$ cat config.mk
export PLATFORM = sky130hd
export DESIGN_NAME = gne_ctrl_flat
export DESIGN_NICKNAME = d
export VERILOG_FILES = /design/src/hw/rtl/gne_pkg.sv /design/src/hw/rtl/gne_if.sv /design/src/hw/rtl/gne_ctrl.sv /design/src/flat_wrapper.sv
export SDC_FILE = /design/constraint.sdc
export NUM_CORES = 1
export LEC_CHECK = 0
export ABC_AREA = 1
export ABC_CLOCK_PERIOD_IN_PS = 2600
export BUFFER_PORTS_ARGS = -buffer_cell sky130_fd_sc_hd__buf_2
export CORE_MARGIN = 2
export CORE_UTILIZATION = 45
export DETAILED_ROUTE_END_ITERATION = 16
export PLACE_DENSITY = 0.79
export REMOVE_ABC_BUFFERS = 1
export SYNTH_ARGS = -nofsm -noshare
export SYNTH_HDL_FRONTEND = slang
export SYNTH_SLANG_ARGS = --single-unit
$ cat constraint.sdc
create_clock -name i_clk -period 2.6 [get_ports i_clk]
set_clock_uncertainty 0.15 [all_clocks]
set_input_delay 0.26 -clock i_clk [delete_from_list [all_inputs] [get_ports i_clk]]
set_output_delay 0.26 -clock i_clk [all_outputs]
set_load 0.005 [all_outputs]
$ cat src/hw/rtl/gne_pkg.sv
// Shared types, constants and codes of the grid neighbor expander.
package gne_pkg;

    localparam int COORD_W    = 6;
    localparam int SIZE_W     = 7;
    localparam int DIST_W     = 7;
    localparam int CFG_IDX_W  = 3;
    localparam int CFG_DATA_W = 7;
    localparam int COORD_SPAN = 1 << COORD_W;

    localparam int DEF_MAX_ROWS = 64;
    localparam int DEF_MAX_COLS = 64;

    localparam logic [CFG_IDX_W-1:0] CFG_GRID_ROWS  = 3'd0;
    localparam logic [CFG_IDX_W-1:0] CFG_GRID_COLS  = 3'd1;
    localparam logic [CFG_IDX_W-1:0] CFG_TARGET_ROW = 3'd2;
    localparam logic [CFG_IDX_W-1:0] CFG_TARGET_COL = 3'd3;

    localparam logic [SIZE_W-1:0]  RST_GRID_ROWS  = 7'd64;
    localparam logic [SIZE_W-1:0]  RST_GRID_COLS  = 7'd64;
    localparam logic [COORD_W-1:0] RST_TARGET_ROW = 6'd0;
    localparam logic [COORD_W-1:0] RST_TARGET_COL = 6'd0;

    localparam logic CMD_MARK   = 1'b0;
    localparam logic CMD_EXPAND = 1'b1;

    typedef enum logic [1:0] {
        DIR_N = 2'd0,
        DIR_E = 2'd1,
        DIR_W = 2'd2,
        DIR_S = 2'd3
    } t_dir;

    typedef enum logic [1:0] {
        ST_IDLE  = 2'd0,
        ST_READ  = 2'd1,
        ST_CHECK = 2'd2,
        ST_EMIT  = 2'd3
    } t_state;

    typedef struct packed {
        logic [SIZE_W-1:0]  grid_rows;
        logic [SIZE_W-1:0]  grid_cols;
        logic [COORD_W-1:0] target_row;
        logic [COORD_W-1:0] target_col;
    } t_cfg;

    // Request to the neighbor unit: which neighbor of which cell.
    typedef struct packed {
        t_dir               dir;
        logic [COORD_W-1:0] row;
        logic [COORD_W-1:0] col;
    } t_nbr_req;

    // Neighbor unit answer.
    typedef struct packed {
        logic               inbound;
        logic [COORD_W-1:0] row;
        logic [COORD_W-1:0] col;
        logic [DIST_W-1:0]  distance;
        logic               at_goal;
    } t_nbr;

    // Blocked-map access from the sequencer.
    typedef struct packed {
        logic               wr_en;
        logic [COORD_W-1:0] wr_row;
        logic [COORD_W-1:0] wr_col;
        logic [COORD_W-1:0] rd_row;
        logic [COORD_W-1:0] rd_col;
    } t_map_req;

endpackage

$ cat src/hw/rtl/gne_if.sv
// Request and result channel interfaces of the grid neighbor expander.
interface gne_req_if;
    import gne_pkg::*;
    logic               valid;
    logic               ready;
    logic               cmd;
    logic [COORD_W-1:0] cell_row;
    logic [COORD_W-1:0] cell_col;

    modport source (output valid, output cmd, output cell_row, output cell_col, input ready);
    modport sink   (input valid, input cmd, input cell_row, input cell_col, output ready);
endinterface

interface gne_rsp_if;
    import gne_pkg::*;
    logic               valid;
    logic               ready;
    logic [COORD_W-1:0] succ_row;
    logic [COORD_W-1:0] succ_col;
    logic [DIST_W-1:0]  manhattan;
    logic               at_goal;
    logic               none_found;
    logic               last;

    modport source (output valid, output succ_row, output succ_col, output manhattan,
                    output at_goal, output none_found, output last, input ready);
    modport sink   (input valid, input succ_row, input succ_col, input manhattan,
                    input at_goal, input none_found, input last, output ready);
endinterface

$ cat src/hw/rtl/gne_ctrl.sv
// Sequencer: probes four neighbors, then emits results through an output register.
module gne_ctrl
    import gne_pkg::*;
(
    input  logic        i_clk,
    input  logic        i_rst_n,
    gne_req_if.sink     i_req,
    gne_rsp_if.source   o_rsp,
    input  logic        i_clearing,
    input  logic        i_blocked,
    input  t_nbr        i_nbr,
    output t_nbr_req    o_nbr_req,
    output t_map_req    o_map_req
);

    t_state             r_state, n_state;
    t_dir               r_dir, n_dir;
    logic [COORD_W-1:0] r_row, n_row;
    logic [COORD_W-1:0] r_col, n_col;
    logic [3:0]         r_mask, n_mask;

    logic               r_out_valid, n_out_valid;
    logic [COORD_W-1:0] r_out_row, n_out_row;
    logic [COORD_W-1:0] r_out_col, n_out_col;
    logic [DIST_W-1:0]  r_out_dist, n_out_dist;
    logic               r_out_goal, n_out_goal;
    logic               r_out_none, n_out_none;
    logic               r_out_last, n_out_last;

    logic               accept;
    logic               out_free;
    logic               higher;

    assign i_req.ready = (r_state == ST_IDLE) && !i_clearing;
    assign accept      = i_req.valid && i_req.ready;
    assign out_free    = !r_out_valid || o_rsp.ready;

    assign o_nbr_req.dir = r_dir;
    assign o_nbr_req.row = r_row;
    assign o_nbr_req.col = r_col;

    assign o_map_req.wr_en  = accept && (i_req.cmd == CMD_MARK);
    assign o_map_req.wr_row = i_req.cell_row;
    assign o_map_req.wr_col = i_req.cell_col;
    assign o_map_req.rd_row = i_nbr.row;
    assign o_map_req.rd_col = i_nbr.col;

    // Any legal neighbor after the current one.
    always_comb begin
        unique case (r_dir)
            DIR_N:   higher = |r_mask[3:1];
            DIR_E:   higher = |r_mask[3:2];
            DIR_W:   higher = r_mask[3];
            DIR_S:   higher = 1'b0;
            default: higher = 1'b0;
        endcase
    end

    always_comb begin
        n_state     = r_state;
        n_dir       = r_dir;
        n_row       = r_row;
        n_col       = r_col;
        n_mask      = r_mask;
        n_out_valid = r_out_valid && !o_rsp.ready;
        n_out_row   = r_out_row;
        n_out_col   = r_out_col;
        n_out_dist  = r_out_dist;
        n_out_goal  = r_out_goal;
        n_out_none  = r_out_none;
        n_out_last  = r_out_last;
        unique case (r_state)
            ST_IDLE: begin
                if (accept && (i_req.cmd == CMD_EXPAND)) begin
                    n_row   = i_req.cell_row;
                    n_col   = i_req.cell_col;
                    n_dir   = DIR_N;
                    n_mask  = '0;
                    n_state = ST_READ;
                end
            end
            ST_READ: begin
                n_state = ST_CHECK;
            end
            ST_CHECK: begin
                n_mask[r_dir] = i_nbr.inbound && !i_blocked;
                if (r_dir == DIR_S) begin
                    n_dir   = DIR_N;
                    n_state = ST_EMIT;
                end else begin
                    n_dir   = t_dir'(r_dir + 2'd1);
                    n_state = ST_READ;
                end
            end
            ST_EMIT: begin
                if (r_mask == '0) begin
                    if (out_free) begin
                        n_out_valid = 1'b1;
                        n_out_row   = '0;
                        n_out_col   = '0;
                        n_out_dist  = '0;
                        n_out_goal  = 1'b0;
                        n_out_none  = 1'b1;
                        n_out_last  = 1'b1;
                        n_state     = ST_IDLE;
                    end
                end else if (r_mask[r_dir]) begin
                    if (out_free) begin
                        n_out_valid = 1'b1;
                        n_out_row   = i_nbr.row;
                        n_out_col   = i_nbr.col;
                        n_out_dist  = i_nbr.distance;
                        n_out_goal  = i_nbr.at_goal;
                        n_out_none  = 1'b0;
                        n_out_last  = !higher;
                        n_dir       = t_dir'(r_dir + 2'd1);
                        if (!higher) begin
                            n_state = ST_IDLE;
                        end
                    end
                end else begin
                    n_dir = t_dir'(r_dir + 2'd1);
                end
            end
            default: begin
                n_state = ST_IDLE;
            end
        endcase
    end

    always_ff @(posedge i_clk) begin
        if (!i_rst_n) begin
            r_state     <= ST_IDLE;
            r_out_valid <= 1'b0;
        end else begin
            r_state     <= n_state;
            r_out_valid <= n_out_valid;
        end
    end

    always_ff @(posedge i_clk) begin
        r_dir      <= n_dir;
        r_row      <= n_row;
        r_col      <= n_col;
        r_mask     <= n_mask;
        r_out_row  <= n_out_row;
        r_out_col  <= n_out_col;
        r_out_dist <= n_out_dist;
        r_out_goal <= n_out_goal;
        r_out_none <= n_out_none;
        r_out_last <= n_out_last;
    end

    assign o_rsp.valid      = r_out_valid;
    assign o_rsp.succ_row   = r_out_row;
    assign o_rsp.succ_col   = r_out_col;
    assign o_rsp.manhattan  = r_out_dist;
    assign o_rsp.at_goal    = r_out_goal;
    assign o_rsp.none_found = r_out_none;
    assign o_rsp.last       = r_out_last;

endmodule

$ cat src/flat_wrapper.sv
// flat-port wrapper written by rule: the top's interface ports become plain ports
module gne_ctrl_flat import gne_pkg::*;
  (i_clk, i_rst_n, i_clearing, i_blocked, i_nbr, o_nbr_req, o_map_req, i_req_valid, i_req_cmd, i_req_cell_row, i_req_cell_col, i_req_ready, o_rsp_valid, o_rsp_succ_row, o_rsp_succ_col, o_rsp_manhattan, o_rsp_at_goal, o_rsp_none_found, o_rsp_last, o_rsp_ready);
  gne_req_if i_req_i ();
  gne_rsp_if o_rsp_i ();
  input  logic i_clk;
  input  logic i_rst_n;
  input  logic i_clearing;
  input  logic i_blocked;
  input  t_nbr i_nbr;
  output t_nbr_req o_nbr_req;
  output t_map_req o_map_req;
  input wire logic [$bits(i_req_i.valid)-1:0] i_req_valid;
  input wire logic [$bits(i_req_i.cmd)-1:0] i_req_cmd;
  input wire logic [$bits(i_req_i.cell_row)-1:0] i_req_cell_row;
  input wire logic [$bits(i_req_i.cell_col)-1:0] i_req_cell_col;
  output wire logic [$bits(i_req_i.ready)-1:0] i_req_ready;
  output wire logic [$bits(o_rsp_i.valid)-1:0] o_rsp_valid;
  output wire logic [$bits(o_rsp_i.succ_row)-1:0] o_rsp_succ_row;
  output wire logic [$bits(o_rsp_i.succ_col)-1:0] o_rsp_succ_col;
  output wire logic [$bits(o_rsp_i.manhattan)-1:0] o_rsp_manhattan;
  output wire logic [$bits(o_rsp_i.at_goal)-1:0] o_rsp_at_goal;
  output wire logic [$bits(o_rsp_i.none_found)-1:0] o_rsp_none_found;
  output wire logic [$bits(o_rsp_i.last)-1:0] o_rsp_last;
  input wire logic [$bits(o_rsp_i.ready)-1:0] o_rsp_ready;
  assign i_req_i.valid = i_req_valid;
  assign i_req_i.cmd = i_req_cmd;
  assign i_req_i.cell_row = i_req_cell_row;
  assign i_req_i.cell_col = i_req_cell_col;
  assign i_req_ready = i_req_i.ready;
  assign o_rsp_valid = o_rsp_i.valid;
  assign o_rsp_succ_row = o_rsp_i.succ_row;
  assign o_rsp_succ_col = o_rsp_i.succ_col;
  assign o_rsp_manhattan = o_rsp_i.manhattan;
  assign o_rsp_at_goal = o_rsp_i.at_goal;
  assign o_rsp_none_found = o_rsp_i.none_found;
  assign o_rsp_last = o_rsp_i.last;
  assign o_rsp_i.ready = o_rsp_ready;
  gne_ctrl u_core (.i_clk(i_clk), .i_rst_n(i_rst_n), .i_req(i_req_i), .o_rsp(o_rsp_i), .i_clearing(i_clearing), .i_blocked(i_blocked), .i_nbr(i_nbr), .o_nbr_req(o_nbr_req), .o_map_req(o_map_req));
endmodule
==> impl_metrics.py <==
metrics = {
    "status": {
        "status": "finished clean",
    },
    "clock_tree": {
        "post_cts_resized": 0,
        "cts_setup_buffers": 0,
        "cts_tree": "built",
        "clkTransAtPathRegs_ns": 0.08,
        "holdBufCountCts": 12,
        "clock-root-buffer": "clkbuf_8",
        "cts_buffer_depth": 2,
        "htreeDepth": 2,
        "cts_made_buffers": 5,
        "clock_sinks": 43,
        "insertion_delay_ns": 0.30,
    },
    "detailed_routing": {
        "routed_wl_um": 3960,
        "drtIter0Drc": 141,
        "drc": 0,
        "vias": 1524,
        "dr.pass1.iters": 4,
        "final_antenna_net_count": 0,
        "wl_per_cell_um": 11.6,
        "via_per_inst": 4.46,
    },
    "synthesis": {
        "synth.distinct_cells": 19,
        "ys_seq_area_share_pct": 62.4,
        "synthMuxAreaShare_pct": 0,
        "synth_top_area_share_pct": 59.4,
        "ys_ff_latch": 43,
        "synth_top_cell_by_area": "edfxtp_1",
        "yosysMostFrequentCell": "edfxtp_1",
        "dominantRegCellSynth": "edfxtp_1",
        "synth_edf_count": 40,
        "yosys_warnings": 0,
        "synthArstFlopShare_pct": 0,
        "syn_inst": 193,
        "synth_top_family_by_area": "buffers and inverters",
        "synth.avg_cell_area_um2": 10.5,
        "synthesis.area_mm2": 0.00202,
        "synth_compound_area_share_pct": 4.64,
        "yosys.area_share.simple_pct": 13.2,
        "synth.area.top_cells": "edfxtp_1 59%, buf_4 8.9%, inv_1 6.7%, nor2_1 5.4%, nand2_1 4.8%",
        "synth-xor-area-share_pct": 0,
        "synthTopCellsByCount": "40 x edfxtp_1, 36 x inv_1, 29 x nor2_1",
        "synthAdderAreaFrac_pct": 3.09,
    },
    "sta": {
        "clock.fmax_mhz": 528,
        "rsz0062_at_grt": "false",
        "tns_ns": 0,
        "period_share_pct": 72.9,
        "finalSetupViolCount": 0,
        "finalHoldViolCount": 0,
        "tightest_slew_ns": 0.443,
        "period_minus_slack_ns": 1.89,
        "final_max_slew_viol_count": 0,
        "maxSlewHeadroom_pct": 70.4,
    },
    "floorplanning": {
        "core-area_mm2": 0.00435,
        "die_area_mm2": 0.00505,
        "fp.dieW_um": 71.0,
        "num_rows": 24,
        "die_h_um": 71.0,
        "start_util_pct": 46.4,
        "io_pins": 103,
    },
    "critical_path": {
        "cpMostUsedCell": "nand2_1",
        "cp-start-kind": "flip-flop",
        "worstPathCellList": "inv_2 > nand2_1 > nand3_1 > nand2_1 > a21oi_1 > and2_1 > buf_4",
        "crit_path_end_kind": "flip-flop",
        "crit_type": "flip-flop to flip-flop",
        "worstPathArrival_ns": 1.72,
        "critical-path-top-delay-family": "flip-flops",
        "path_max_fanout": 22,
        "slowest_delay_ns": 0.52,
        "crit_required_ns": 2.43,
        "crit_slowest_cell": "edfxtp_1",
        "critPathBufInv": 2,
    },
    "power": {
        "ir_worst_vdd_mv": 0.361,
        "p_leak_nw": 1.30,
        "power.density_mw_per_mm2": 590,
    },
    "finish": {
        "drive_gt1_share_pct": 40.3,
        "diodes": 0,
        "instances_no_fill": 342,
        "synthToLayoutAreaGrowth_pct": 30.0,
        "nFillCells": 380,
        "nNetsFinal": 334,
        "multiInputGateArea_um2": 424,
        "seqCellArea_mm2": 0.00126,
    },
    "global_route": {
        "grt_usage_pct": 15.9,
        "grt_max_degree": 23,
        "grt_pass1_wl_um": 6140,
        "overflow": 0,
        "grt_pass1_vias": 1392,
        "grt_antenna_before_repair": 0,
    },
    "place": {
        "hpwl_um": 2900,
        "place_inst": 322,
        "port_buffers": 102,
        "place_congestion": 0.897,
    },
    "hold_path": {
        "min_path_type": "input pin to flip-flop",
    },
    "flow_run": {
        "maxCapViolCount": 0,
    },
}
==> routing by layer <==
| layer | global-route usage [%] | vias to the layer above | share of wire, % |
|---|---|---|---|
| met5 | 0 | - | 0 |
| met4 | 6.92 | 0 | 1.3 |
| met3 | 5.13 | 5 | 8.4 |
| met2 | 26.9 | 79 | 49 |
| met1 | 18.6 | 665 | 41 |
| li1 | - | 775 | - |
==> registers in the layout, summed over array words and instances (netlist names), 2 cells and up <==
signal                  count
u_core.r_dir                2
u_core.o_rsp.succ_row       6
u_core.r_state              2
u_core.r_row                6
u_core.r_mask               4
u_core.r_col                6
u_core.o_rsp.succ_col       6
u_core.o_rsp.manhattan      7
==> cells by family after synthesis <==
| kind of cell | Yosys count |
|---|---|
| adders and majority gates | 5 |
| DFF | 43 |
| and+or+nand+nor | 65 |
| buffers and inverters | 65 |
| AOI/OAI and AO/OA | 15 |
==> worst paths after layout <==
check	start	to	slack [ns]	depth (start not counted)
worst max-delay path	u_core.r_dir[0]	u_core.o_rsp.succ_col[4]	0.71	7
worst min-delay path	i_rst_n	u_core.o_rsp.valid	0.03	3
worst max register to register	u_core.r_dir[0]	u_core.o_rsp.succ_col[4]	0.71	7
worst min register to register	u_core.r_state[0]	u_core.r_state[0]	0.39	3
==> power by group <==
| group | total, mW | internal (mW) | switching, mW | leakage [nW] |
|---|---|---|---|---|
| Combinational | 0.285 | 0.123 | 0.162 | 0.867 |
| Sequential | 0.839 | 0.807 | 0.0312 | 0.391 |
| Clock | 0.427 | 0.192 | 0.235 | 0.0408 |
==> placed cells by master (no fill, tap or decap), drive strengths merged <==
master	instances
clkbuf	5
buf	103
dlygate4sd3	12
nand3b	1
o21ai	7
dfxtp	3
a21oi	6
ha	5
nand2	27
edfxtp	40
clkinvlp	2
nor2	30
a31oi	1
a211oi	1
inv	40
and2	1
nand3	6
==> worst min-delay path, cell delays in order <==
cell     delay (ns)
buf_2          0.09
o21ai_1        0.05
inv_1          0.04
==> through the flow <==
step	power [mW]	hold WS (ns)	utilization, %	area (um^2)	setup WS, ns
3_5_place_dp	1.13	0.300	55.5	2410	0.709
5_1_grt	1.64	0.0374	60.3	2630	0.529
4_1_cts	1.56	0.0253	60.3	2630	0.693
2_1_floorplan	1.00	0.209	-	1830	0.541
3_3_place_gp	1.12	0.298	55.5	2410	0.750
6_report	1.55	0.0329	60.3	2630	0.706
==> area by class of cell <==
class	count	share of cell area [%]
flip-flops and latches	43	48.0
multi-input cells	85	16.1
well taps	52	2.48
repair buffers	115	24.3
inverters	39	5.57
clock inverters	3	0.905
clock buffers	5	2.62
Note: power is estimated with default switching activity, not from simulation.
