--- src/hw/rtl/gne_pkg.sv ---
// Shared types, constants and codes of the grid neighbor expander.
package gne_pkg;

    localparam int COORD_W    = 6;
    localparam int SIZE_W     = 7;
    localparam int DIST_W     = 7;
    localparam int CFG_IDX_W  = 3;
    localparam int CFG_DATA_W = 7;
    localparam int COORD_SPAN = 1 << COORD_W;

    localparam int DEF_MAX_ROWS = 64;
    localparam int DEF_MAX_COLS = 64;

    localparam logic [CFG_IDX_W-1:0] CFG_GRID_ROWS  = 3'd0;
    localparam logic [CFG_IDX_W-1:0] CFG_GRID_COLS  = 3'd1;
    localparam logic [CFG_IDX_W-1:0] CFG_TARGET_ROW = 3'd2;
    localparam logic [CFG_IDX_W-1:0] CFG_TARGET_COL = 3'd3;

    localparam logic [SIZE_W-1:0]  RST_GRID_ROWS  = 7'd64;
    localparam logic [SIZE_W-1:0]  RST_GRID_COLS  = 7'd64;
    localparam logic [COORD_W-1:0] RST_TARGET_ROW = 6'd0;
    localparam logic [COORD_W-1:0] RST_TARGET_COL = 6'd0;

    localparam logic CMD_MARK   = 1'b0;
    localparam logic CMD_EXPAND = 1'b1;

    typedef enum logic [1:0] {
        DIR_N = 2'd0,
        DIR_E = 2'd1,
        DIR_W = 2'd2,
        DIR_S = 2'd3
    } t_dir;

    typedef enum logic [1:0] {
        ST_IDLE  = 2'd0,
        ST_READ  = 2'd1,
        ST_CHECK = 2'd2,
        ST_EMIT  = 2'd3
    } t_state;

    typedef struct packed {
        logic [SIZE_W-1:0]  grid_rows;
        logic [SIZE_W-1:0]  grid_cols;
        logic [COORD_W-1:0] target_row;
        logic [COORD_W-1:0] target_col;
    } t_cfg;

    // Request to the neighbor unit: which neighbor of which cell.
    typedef struct packed {
        t_dir               dir;
        logic [COORD_W-1:0] row;
        logic [COORD_W-1:0] col;
    } t_nbr_req;

    // Neighbor unit answer.
    typedef struct packed {
        logic               inbound;
        logic [COORD_W-1:0] row;
        logic [COORD_W-1:0] col;
        logic [DIST_W-1:0]  distance;
        logic               at_goal;
    } t_nbr;

    // Blocked-map access from the sequencer.
    typedef struct packed {
        logic               wr_en;
        logic [COORD_W-1:0] wr_row;
        logic [COORD_W-1:0] wr_col;
        logic [COORD_W-1:0] rd_row;
        logic [COORD_W-1:0] rd_col;
    } t_map_req;

endpackage

--- src/hw/rtl/gne_nbr_unit.sv ---
// Shared neighbor unit: offset, bounds check, Manhattan distance, goal compare.
module gne_nbr_unit
    import gne_pkg::*;
#(
    parameter int MAX_ROWS = DEF_MAX_ROWS,
    parameter int MAX_COLS = DEF_MAX_COLS
) (
    input  t_cfg     i_cfg,
    input  t_nbr_req i_req,
    output t_nbr     o_nbr
);

    localparam int ROW_LIM = (MAX_ROWS < COORD_SPAN) ? MAX_ROWS : COORD_SPAN;
    localparam int COL_LIM = (MAX_COLS < COORD_SPAN) ? MAX_COLS : COORD_SPAN;

    logic [SIZE_W-1:0]  rows_eff;
    logic [SIZE_W-1:0]  cols_eff;
    logic [SIZE_W-1:0]  nr;
    logic [SIZE_W-1:0]  nc;
    logic               under;
    logic [COORD_W-1:0] dr;
    logic [COORD_W-1:0] dc;

    assign rows_eff = (i_cfg.grid_rows > SIZE_W'(ROW_LIM)) ? SIZE_W'(ROW_LIM) : i_cfg.grid_rows;
    assign cols_eff = (i_cfg.grid_cols > SIZE_W'(COL_LIM)) ? SIZE_W'(COL_LIM) : i_cfg.grid_cols;

    always_comb begin
        nr    = {1'b0, i_req.row};
        nc    = {1'b0, i_req.col};
        under = 1'b0;
        unique case (i_req.dir)
            DIR_N: begin
                under = (i_req.row == '0);
                nr    = {1'b0, i_req.row} - SIZE_W'(1);
            end
            DIR_E: begin
                nc    = {1'b0, i_req.col} + SIZE_W'(1);
            end
            DIR_W: begin
                under = (i_req.col == '0);
                nc    = {1'b0, i_req.col} - SIZE_W'(1);
            end
            DIR_S: begin
                nr    = {1'b0, i_req.row} + SIZE_W'(1);
            end
            default: begin
                under = 1'b1;
            end
        endcase
    end

    assign dr = (nr[COORD_W-1:0] > i_cfg.target_row) ? nr[COORD_W-1:0] - i_cfg.target_row
                                                      : i_cfg.target_row - nr[COORD_W-1:0];
    assign dc = (nc[COORD_W-1:0] > i_cfg.target_col) ? nc[COORD_W-1:0] - i_cfg.target_col
                                                      : i_cfg.target_col - nc[COORD_W-1:0];

    assign o_nbr.inbound  = !under && (nr < rows_eff) && (nc < cols_eff);
    assign o_nbr.row      = nr[COORD_W-1:0];
    assign o_nbr.col      = nc[COORD_W-1:0];
    assign o_nbr.distance = {1'b0, dr} + {1'b0, dc};
    assign o_nbr.at_goal  = (nr[COORD_W-1:0] == i_cfg.target_row)
                         && (nc[COORD_W-1:0] == i_cfg.target_col);

endmodule

--- config.mk ---
export PLATFORM = sky130hd
export DESIGN_NAME = gne_nbr_unit
export DESIGN_NICKNAME = d
export VERILOG_FILES = /design/src/hw/rtl/gne_pkg.sv /design/src/hw/rtl/gne_nbr_unit.sv
export SDC_FILE = /design/constraint.sdc
export NUM_CORES = 1
export LEC_CHECK = 0
export ABC_AREA = 1
export BUFFER_PORTS_ARGS = -buffer_cell sky130_fd_sc_hd__buf_2
export CAP_MARGIN = 30
export CORE_AREA = 4 4 74 76
export DETAILED_ROUTE_END_ITERATION = 8
export DIE_AREA = 0 0 78 80
export GPL_TIMING_DRIVEN = 0
export PLACE_DENSITY = 0.77
export SLEW_MARGIN = 15
export SYNTH_ARGS = -nofsm -noshare
export SYNTH_HDL_FRONTEND = slang
export SYNTH_SLANG_ARGS = --single-unit
--- constraint.sdc ---
create_clock -name vclk -period 5.06
set_input_delay 1.012 -clock vclk [all_inputs]
set_output_delay 1.012 -clock vclk [all_outputs]
set_load 0.05 [all_outputs]
==> flow_metrics.env, run 1 <==
export IMPL_critPathMaxFanout=6
export IMPL_yosys_cell_count_top_type="nand2_1"
export IMPL_globalRouteOverflowTotal=0
export IMPL_place_hpwl_um=5443
export IMPL_sequential_cell_total=0
export IMPL_critical_path_top_delay_family="adder cells"
export IMPL_fmaxAchievable_mhz=181.8
export IMPL_slowest_delay_ns=0.31
export IMPL_post_synth_top_area_cell="ha_1"
export IMPL_irDropWorstVdd_uv=651.4
export IMPL_via_count=2857
export IMPL_setup_repair_after_global_routing_missed_its_margin="yes"
export IMPL_mappedNetlistArea_um2=2461
export IMPL_num_antenna_cells=0
export IMPL_worst_hold_path_num_cells=4
export IMPL_largest_net_degree_at_the_start_of_global_routing=11
export IMPL_seq_area_frac_synth_pct=0
export IMPL_power_clock_fraction_pct=0
export IMPL_critical_path_top_cell_by_count="ha_4"
export IMPL_synth_fp_nets=496
export IMPL_synth_area_leaders="ha_1, nand2_1, inv_1"
export IMPL_switching_power_mw=1.020
export IMPL_worst_endpoint_arrival_ns=4.49
export IMPL_failing_checks="negative setup slack"
export IMPL_cp_required_ns=4.05
export IMPL_floorplan_die_area_um2=6240
export IMPL_synth_top_cell_area_share_pct=26.94
export IMPL_max_slew_margin_pct=67.31
export IMPL_die_width_um=78
export IMPL_first_iter_violations=100
export IMPL_avgViaCountPerCell=5.111
export IMPL_part_of_the_total_power_dissipated_in_combinational_logic_pct=100.0
export IMPL_worstHoldPathType="input port to output pin"
export IMPL_worst_slack_ns=-0.4398
export IMPL_initial_core_util_pct=52.11
export IMPL_route_detailed_drc=0
export IMPL_ctsHoldBuffers=0
export IMPL_report_power_total_mw=1.717
export IMPL_final_max_slew_viol_count=0
export IMPL_sort_of_element_at_the_end_of_the_critical_path="output pin"
export IMPL_layout_clock_buffers=0
export IMPL_setup_worst_path_start_class="input port"
export IMPL_post_synth_inst_count=397
export IMPL_first_pass_grt_wire_length_um=12000
export IMPL_timing_critical_path_depth=26
export IMPL_routabilityCongestion=0.8793
export IMPL_timing_final_crit_share_pct=108.7
export IMPL_row_count=25
export IMPL_syn_mean_instance_area_um2=6.199
export IMPL_outcome="finished with violations"
export IMPL_layout_drive_gt1_share_pct=40.24
export IMPL_area_growth_pct=49.67
export IMPL_leakagePower_nw=1.980
export IMPL_count_of_endpoints_failing_hold_in_the_final_timing_report=0
export IMPL_yosysWarningCount=0
export IMPL_grt_util_all_layers_pct=22.72
export IMPL_design_final_nets=593
export IMPL_path_class="input port to output pin"
export IMPL_io_pin_count=61
export IMPL_routed_wirelength_um=7111
export IMPL_actual_slew_at_the_worst_max_slew_pin_ns=0.4862
export IMPL_placeableCoreArea_um2=4723
export IMPL_seq_area_um2=0
export IMPL_netlist_cell_type_count=36
export IMPL_cell_pwr_density_nw_per_um2=466.1
export IMPL_antenna_violating_nets_post_route=0
export IMPL_synth_top_cells_by_count="nand2_1, inv_1, ha_1, nor2_1, nand3_1"
export IMPL_grt_antenna_before_repair=0
export IMPL_hold_ws_ns=2.575
export IMPL_first_global_vias=2820
export IMPL_drv_max_cap_violation_count=0
export IMPL_cpMaxStageDelayCell="ha_4"
export IMPL_routedWlPerCell_um=12.72
export IMPL_power_internal_mw=0.6967
export IMPL_path_buf_inv=5
export IMPL_setup_viol=4
export IMPL_buffer_ports_inserted=61
export IMPL_seq_power_share_pct=0
export IMPL_fin_crit_ns=5.500
export IMPL_power_switching_fraction_pct=59.42
export IMPL_drtPass1Iterations=4
export IMPL_die_height_um=80
cells in the final DEF, fill, tap and decap left out, types with 10 or more instances in the layout:
cell type,instances
nand2_1,87
ha_1,39
xor2_1,15
inv_2,11
buf_6,10
buf_2,54
a21oi_1,13
ha_4,12
nand3_1,23
buf_4,36
nand2_2,12
nor2_1,23
inv_1,57
metrics by stage:
stage          instances  setup TNS [ns]  cell area (µm²)  util, %  setup WS, ns
2_1_floorplan        397          -1.740             2714        -       -0.5269
3_3_place_gp         525          -3.592             3103    65.70       -0.9228
3_5_place_dp         525          -4.127             3103    65.70        -1.010
4_1_cts              552         -0.9090             3551    75.18       -0.3539
5_1_grt              559          -2.464             3684    77.99       -0.6431
6_report             559          -1.214             3684    77.99       -0.4398
logic make-up (layout without fill, tap and decap cells):
group	count (synthesis)	count (layout)	share of synthesized area, %
adders and majority gates	59	59	31.83
xor gates and xnor gates	26	26	9.558
buffers and inverters	81	176	13.32
and+or+nand+nor	173	173	31.06
AOI/OAI and AO/OA	58	58	14.24
timing repair:
action	in CTS	in global routing
gates resized for setup	60	19
gates cloned	0	0
pin swaps	44	9
endpoints found under the setup margin	6	6
buffers inserted	30	7
area by class of cell:
cell class,count,area (µm²)
inverter,74,306.5
tap,67,83.83
timing repair buffer,98,655.6
fill,357,1040
multi-input combinational,316,2600
buffer,4,37.54
per-layer routing:
layer	global-route usage (%)	up-vias	wire length (µm)
met1	26.82	1322	2907
met3	1.354	8	290
met2	45.80	74	3858
li1	-	1453	-
met5	0	-	0
met4	2.448	0	55
power groups by stage:
stage | logic, mW | registers (mW) | clock network (mW)
after floorplan | 1.13 | 0 | 0
after global placement | 1.34 | 0 | 0
after detailed placement | 1.37 | 0 | 0
after CTS | 1.63 | 0 | 0
after global routing | 1.84 | 0 | 0
final | 1.72 | 0 | 0
worst paths after layout:
| check | startpoint | endpoint | slack, ns |
|---|---|---|---|
| max | i_req[12] | o_nbr[6] | -0.44 |
| min | i_req[8] | o_nbr[16] | 2.58 |
tightest hold or removal path, cell delays in order:
cell	delay (ns)
buf_2	0.13
o21ai_2	0.09
inv_2	0.07
buf_2	0.26
No activity file was read; power rests on OpenSTA's default activity.
==> run 2, diff against run 1 <==
--- a/config.mk
+++ b/config.mk
@@ -13,6 +13,7 @@
 export DIE_AREA = 0 0 78 80
 export GPL_TIMING_DRIVEN = 0
 export PLACE_DENSITY = 0.77
+export RECOVER_POWER = 50
 export SLEW_MARGIN = 15
 export SYNTH_ARGS = -nofsm -noshare
 export SYNTH_HDL_FRONTEND = slang
==> run 2 against run 1 <==
Compared with the run above:
- the run still ends with negative setup slack left
- final cell count unchanged
- final area decreased by 0.20%
- global-route usage unchanged
- critical path depth unchanged
- hold slack improved by 0.013 ns
- maximum frequency about the same
- combinational power about the same
- critical endpoint unchanged
==> flow_metrics.env, run 2 (synthesis gave the netlist of run 1 again) <==
export IMPL_outcome="finished with violations"
export IMPL_failing_checks="negative setup slack"
export IMPL_part_of_the_total_power_dissipated_in_combinational_logic_pct=100.0
export IMPL_critical_path_top_cell_by_count="ha_4"
export IMPL_max_slew_margin_pct=59.90
export IMPL_first_pass_grt_wire_length_um=12000
export IMPL_critPathMaxFanout=6
export IMPL_power_switching_fraction_pct=59.50
export IMPL_worst_endpoint_arrival_ns=4.49
export IMPL_final_cell_mix="nand2_1, inv_1, buf_2, ha_1, buf_4"
export IMPL_first_iter_violations=102
export IMPL_cpMaxStageDelayCell="ha_4"
export IMPL_antenna_violating_nets_post_route=0
export IMPL_placeableCoreArea_um2=4723
export IMPL_die_height_um=80
export IMPL_design_final_nets=593
export IMPL_fin_crit_ns=5.502
export IMPL_drtPass1Iterations=4
export IMPL_final_cells=559
export IMPL_sort_of_element_at_the_end_of_the_critical_path="output pin"
export IMPL_route_detailed_drc=0
export IMPL_seq_area_um2=0
export IMPL_routed_wirelength_um=7110
export IMPL_floorplan_die_area_um2=6240
export IMPL_grt_antenna_before_repair=0
export IMPL_layout_drive_gt1_share_pct=39.02
export IMPL_slowest_delay_ns=0.31
export IMPL_fmaxAchievable_mhz=181.8
export IMPL_routabilityCongestion=0.8793
export IMPL_drv_max_cap_violation_count=0
export IMPL_setup_worst_path_start_class="input port"
export IMPL_largest_net_degree_at_the_start_of_global_routing=11
export IMPL_setup_repair_after_global_routing_missed_its_margin="yes"
export IMPL_power_clock_fraction_pct=0
export IMPL_via_count=2856
export IMPL_leakagePower_nw=1.964
export IMPL_routedWlPerCell_um=12.72
export IMPL_worst_slack_ns=-0.4415
export IMPL_irDropWorstVdd_uv=651.3
export IMPL_cp_required_ns=4.05
export IMPL_critical_path_top_delay_family="adder cells"
export IMPL_io_pin_count=61
export IMPL_die_width_um=78
export IMPL_path_class="input port to output pin"
export IMPL_cell_pwr_density_nw_per_um2=466.5
export IMPL_dpl_cell_count=525
export IMPL_path_buf_inv=5
export IMPL_fin_setup_tns_ns=-1.221
export IMPL_actual_slew_at_the_worst_max_slew_pin_ns=0.6042
export IMPL_grt_util_all_layers_pct=22.72
export IMPL_first_global_vias=2820
export IMPL_layout_cells_most_common="nand2_1"
export IMPL_power_internal_mw=0.6944
export IMPL_worstHoldPathType="input port to output pin"
export IMPL_area_growth_pct=49.36
export IMPL_final_max_slew_viol_count=0
export IMPL_buffer_ports_inserted=61
export IMPL_layout_clock_buffers=0
export IMPL_count_of_endpoints_failing_hold_in_the_final_timing_report=0
export IMPL_sequential_cell_total=0
export IMPL_timing_final_crit_share_pct=108.7
export IMPL_avgViaCountPerCell=5.109
export IMPL_initial_core_util_pct=52.11
export IMPL_setup_viol=4
export IMPL_seq_power_share_pct=0
export IMPL_num_antenna_cells=0
export IMPL_globalRouteOverflowTotal=0
export IMPL_place_hpwl_um=5443
export IMPL_switching_power_mw=1.020
export IMPL_row_count=25
## run 2: cell types whose count changed in the layout (fill, tap and decap cells not counted)
| cell | change |
|---|---|
| clkbuf_1 | +6 |
| buf_2 | -6 |
## run 2: power groups by stage
stage | Sequential (mW) | Clock [mW] | Combinational, mW
floorplan | 0 | 0 | 1.13
global placement | 0 | 0 | 1.34
detailed placement | 0 | 0 | 1.37
CTS | 0 | 0 | 1.63
global route | 0 | 0 | 1.84
finish | 0 | 0 | 1.71
## run 2: worst min-delay path, delay by kind of cell
family | cells | cell delay (ns)
simple gates | 1 | 0.17
compound gates | 1 | 0.06
buf+inv | 2 | 0.33
## run 2: area by class of cell
class,instances,area (µm²)
well taps,67,83.83
inverters,74,306.5
multi-input cells,316,2600
plain buffers,4,37.54
repair buffers,98,648.1
fillers,362,1047
## run 2: path summary, 6_finish.rpt
check | from | endpoint | cells past startpoint
max | i_req[12] | o_nbr[6] | 26
min | i_req[5] | o_nbr[13] | 4
## run 2: what timing repair did
| item | in CTS | in global routing |
|---|---|---|
| gates resized for setup | 60 | 19 |
| hold buffers | 0 | 0 |
| pin swaps | 44 | 9 |
| setup endpoints to repair | 6 | 6 |
| setup buffers | 30 | 7 |
## run 2: metal layers
metal	part of all wire, %	global-route usage [%]
met3	3.7	1.354
met1	41	26.82
met5	0	0
met4	0.75	2.448
met2	54	45.80
## run 2: through the flow
stage | utilization (%) | power, mW | hold slack, ns | instance area, µm² | worst slack, ns
floorplan | - | 1.134 | 2.219 | 2714 | -0.5269
global placement | 65.70 | 1.344 | 2.518 | 3103 | -0.9228
detailed placement | 65.70 | 1.365 | 2.527 | 3103 | -1.010
CTS | 75.18 | 1.630 | 2.532 | 3551 | -0.3539
global route | 77.83 | 1.839 | 2.627 | 3676 | -0.6431
finish | 77.83 | 1.715 | 2.589 | 3676 | -0.4415
==> run 3, diff against run 2 <==
--- a/config.mk
+++ b/config.mk
@@ -5,14 +5,14 @@
 export SDC_FILE = /design/constraint.sdc
 export NUM_CORES = 1
 export LEC_CHECK = 0
-export ABC_AREA = 1
+export ABC_AREA = 0
 export BUFFER_PORTS_ARGS = -buffer_cell sky130_fd_sc_hd__buf_2
 export CAP_MARGIN = 30
-export CORE_AREA = 4 4 74 76
+export CORE_AREA = 4 4 73 75
 export DETAILED_ROUTE_END_ITERATION = 8
-export DIE_AREA = 0 0 78 80
+export DIE_AREA = 0 0 77 79
 export GPL_TIMING_DRIVEN = 0
-export PLACE_DENSITY = 0.77
+export PLACE_DENSITY = 0.76
 export RECOVER_POWER = 50
 export SLEW_MARGIN = 15
 export SYNTH_ARGS = -nofsm -noshare
==> run 3 against run 2 <==
Compared with the run above:
- the flow still finishes with violations (negative setup slack)
- synthesized area decreased by 5.2%
- die area decreased by 2.5%
- first-iteration DRC count increased by 16%
- non-clock buffer count decreased by 7
- maximum frequency decreased by 5.5%
- final area decreased by 5.3%
- critical path depth decreased by 4
- hold slack got worse by 0.10 ns
- utilization decreased by 3.1 points
- worst setup slack got worse by 0.32 ns
- global-route usage decreased by 2.5 points
- critical endpoint is now o_nbr[7]
==> flow_metrics.env, run 3 <==
export IMPL_outcome="finished with violations"
export IMPL_failing_checks="negative setup slack"
export IMPL_cell_pwr_density_nw_per_um2=474.8
export IMPL_fmaxAchievable_mhz=171.8
export IMPL_yosys_cell_count_top_type="ha_1"
export IMPL_final_cells=445
export IMPL_initial_core_util_pct=50.07
export IMPL_first_global_vias=2392
export IMPL_irDropWorstVdd_uv=550.2
export IMPL_first_pass_grt_wire_length_um=10450
export IMPL_sequential_cell_total=0
export IMPL_fin_crit_ns=5.821
export IMPL_synth_fp_nets=406
export IMPL_path_buf_inv=5
export IMPL_power_clock_fraction_pct=0
export IMPL_actual_slew_at_the_worst_max_slew_pin_ns=0.5957
export IMPL_io_pin_count=61
export IMPL_post_route_util_pct=74.71
export IMPL_setup_repair_after_global_routing_missed_its_margin="yes"
export IMPL_largest_net_degree_at_the_start_of_global_routing=11
export IMPL_seq_area_frac_synth_pct=0
export IMPL_setup_slack_after_placement_ns=-1.491
export IMPL_critPathMaxFanout=4
export IMPL_sort_of_element_at_the_end_of_the_critical_path="output pin"
export IMPL_final_max_slew_viol_count=0
export IMPL_layout_clock_buffers=0
export IMPL_grt_util_all_layers_pct=20.22
export IMPL_switching_power_mw=0.9131
export IMPL_placeableCoreArea_um2=4661
export IMPL_routedWlPerCell_um=14.54
export IMPL_routed_wirelength_um=6472
export IMPL_num_antenna_cells=0
export IMPL_antenna_violating_nets_post_route=0
export IMPL_mappedNetlistArea_um2=2333
export IMPL_buffer_ports_inserted=57
export IMPL_fillCellCount=319
export IMPL_worst_slack_ns=-0.7610
export IMPL_post_synth_inst_count=307
export IMPL_cpMaxStageDelayCell="mux2_4"
export IMPL_ctsHoldBuffers=0
export IMPL_route_detailed_drc=0
export IMPL_first_iter_violations=118
export IMPL_leakagePower_nw=1.654
export IMPL_yosysWarningCount=0
export IMPL_die_width_um=77
export IMPL_count_of_endpoints_failing_hold_in_the_final_timing_report=0
export IMPL_fin_setup_tns_ns=-3.363
export IMPL_worst_endpoint_arrival_ns=4.81
export IMPL_multi_input_combinational_cell_area_um2=2619
export IMPL_area_growth_pct=49.22
export IMPL_seq_area_um2=0
export IMPL_max_slew_margin_pct=60.46
export IMPL_synth_area_leaders="ha_1, inv_1, xnor2_1"
export IMPL_layout_drive_gt1_share_pct=41.18
export IMPL_layout_cells_most_common="buf_2"
export IMPL_timing_final_crit_share_pct=115.0
export IMPL_path_class="input port to output pin"
export IMPL_avgViaCountPerCell=5.584
export IMPL_slowest_delay_ns=0.36
export IMPL_worstHoldPathType="input port to output pin"
export IMPL_power_switching_fraction_pct=55.23
export IMPL_setup_viol=6
export IMPL_via_count=2485
export IMPL_routabilityCongestion=0.8503
export IMPL_post_synth_top_area_cell="ha_1"
export IMPL_hold_ws_ns=2.485
export IMPL_netlist_cell_type_count=49
export IMPL_report_power_total_mw=1.653
export IMPL_critical_path_top_delay_family="compound AO/OA/AOI/OAI gates"
export IMPL_final_cell_mix="buf_2, ha_1, inv_1, buf_4, nand2_1"
export IMPL_place_hpwl_um=4955
export IMPL_row_count=25
export IMPL_setup_worst_path_start_class="input port"
export IMPL_die_height_um=79
export IMPL_cp_required_ns=4.05
export IMPL_seq_power_share_pct=0
export IMPL_critical_path_top_cell_by_count="ha_4"
export IMPL_power_internal_mw=0.7403
export IMPL_part_of_the_total_power_dissipated_in_combinational_logic_pct=100.0
export IMPL_path_cells="buf_12, inv_12, ha_4, buf_6, xor2_2, ha_4, a31oi_4, o22ai_2, mux2_4, xnor2_4, ha_4, a21boi_2, o31a_1, buf_6, mux2i_2, xor2_1, ha_1, a21oi_2, o21bai_4, a21o_1, a21o_4, buf_8"
export IMPL_drtPass1Iterations=4
export IMPL_design_final_nets=492
export IMPL_syn_mean_instance_area_um2=7.601
export IMPL_detailed_place_area_um2=2973
export IMPL_globalRouteOverflowTotal=0
export IMPL_grt_antenna_before_repair=0
export IMPL_dpl_cell_count=418
export IMPL_synth_top_cell_area_share_pct=28.42
export IMPL_drv_max_cap_violation_count=0
export IMPL_floorplan_die_area_um2=6083
export IMPL_post_route_cell_area_um2=3482
export IMPL_synth_top_cells_by_count="ha_1, inv_1, a21oi_1, nand2_1, o21ai_0"
-- run 3: cell count changes in the layout (fill, tap and decap cells not counted), moves of 7 or more --
cell	delta
xor2_1	-8
nand2b_1	+8
o21ai_0	+14
inv_2	-8
nor2b_1	+8
inv_1	-26
nand2_2	-11
nor2_1	-13
nand2_1	-66
mux2i_1	+7
nand3_1	-23
-- run 3: path summary, 6_finish.rpt --
kind / start / depth (start not counted) / to
setup / recovery: i_req[12] / 22 / o_nbr[7]
hold / removal: i_req[5] / 3 / o_nbr[13]
-- run 3: cell families after synthesis --
kind of cell    after synthesis  share of synthesized area [%]
compound gates               83                          23.49
mux                          17                          7.775
simple gates                 76                          17.32
fa+ha+maj                    59                          33.57
xor+xnor                     25                          9.383
buf+inv                      47                          8.471
-- run 3: power by group through the flow --
stage	sequential [mW]	combinational (mW)	clock (mW)
after detailed placement	0	1.31	0
after CTS	0	1.62	0
after floorplan	0	1.09	0
after global placement	0	1.28	0
after global routing	0	1.76	0
final	0	1.65	0
-- run 3: routing by layer --
layer	track usage (%)	vias to the layer above	part of all wire, %
met5	0	-	0
met4	1.601	0	0.85
met1	23.81	1179	41
met3	1.134	6	3.6
li1	-	1242	-
met2	41.38	58	54
-- run 3: area by class of cell --
type / instances / area share [%]
Multi-Input combinational cell: 260 / 75.21
Timing Repair Buffer: 85 / 16.39
Inverter: 36 / 4.384
Buffer: 10 / 2.084
Tap cell: 54 / 1.940
-- run 3: what timing repair did --
| action | in CTS | in global routing |
|---|---|---|
| setup endpoints to repair | 7 | 7 |
| resized for setup | 49 | 19 |
| cloned | 0 | 0 |
| pin swaps | 31 | 13 |
| buffers inserted | 26 | 5 |
-- run 3: worst min-delay path, delay by kind of cell --
kind                   cells  cell delay [ns]
buffers and inverters      2             0.35
XOR/XNOR                   1             0.11
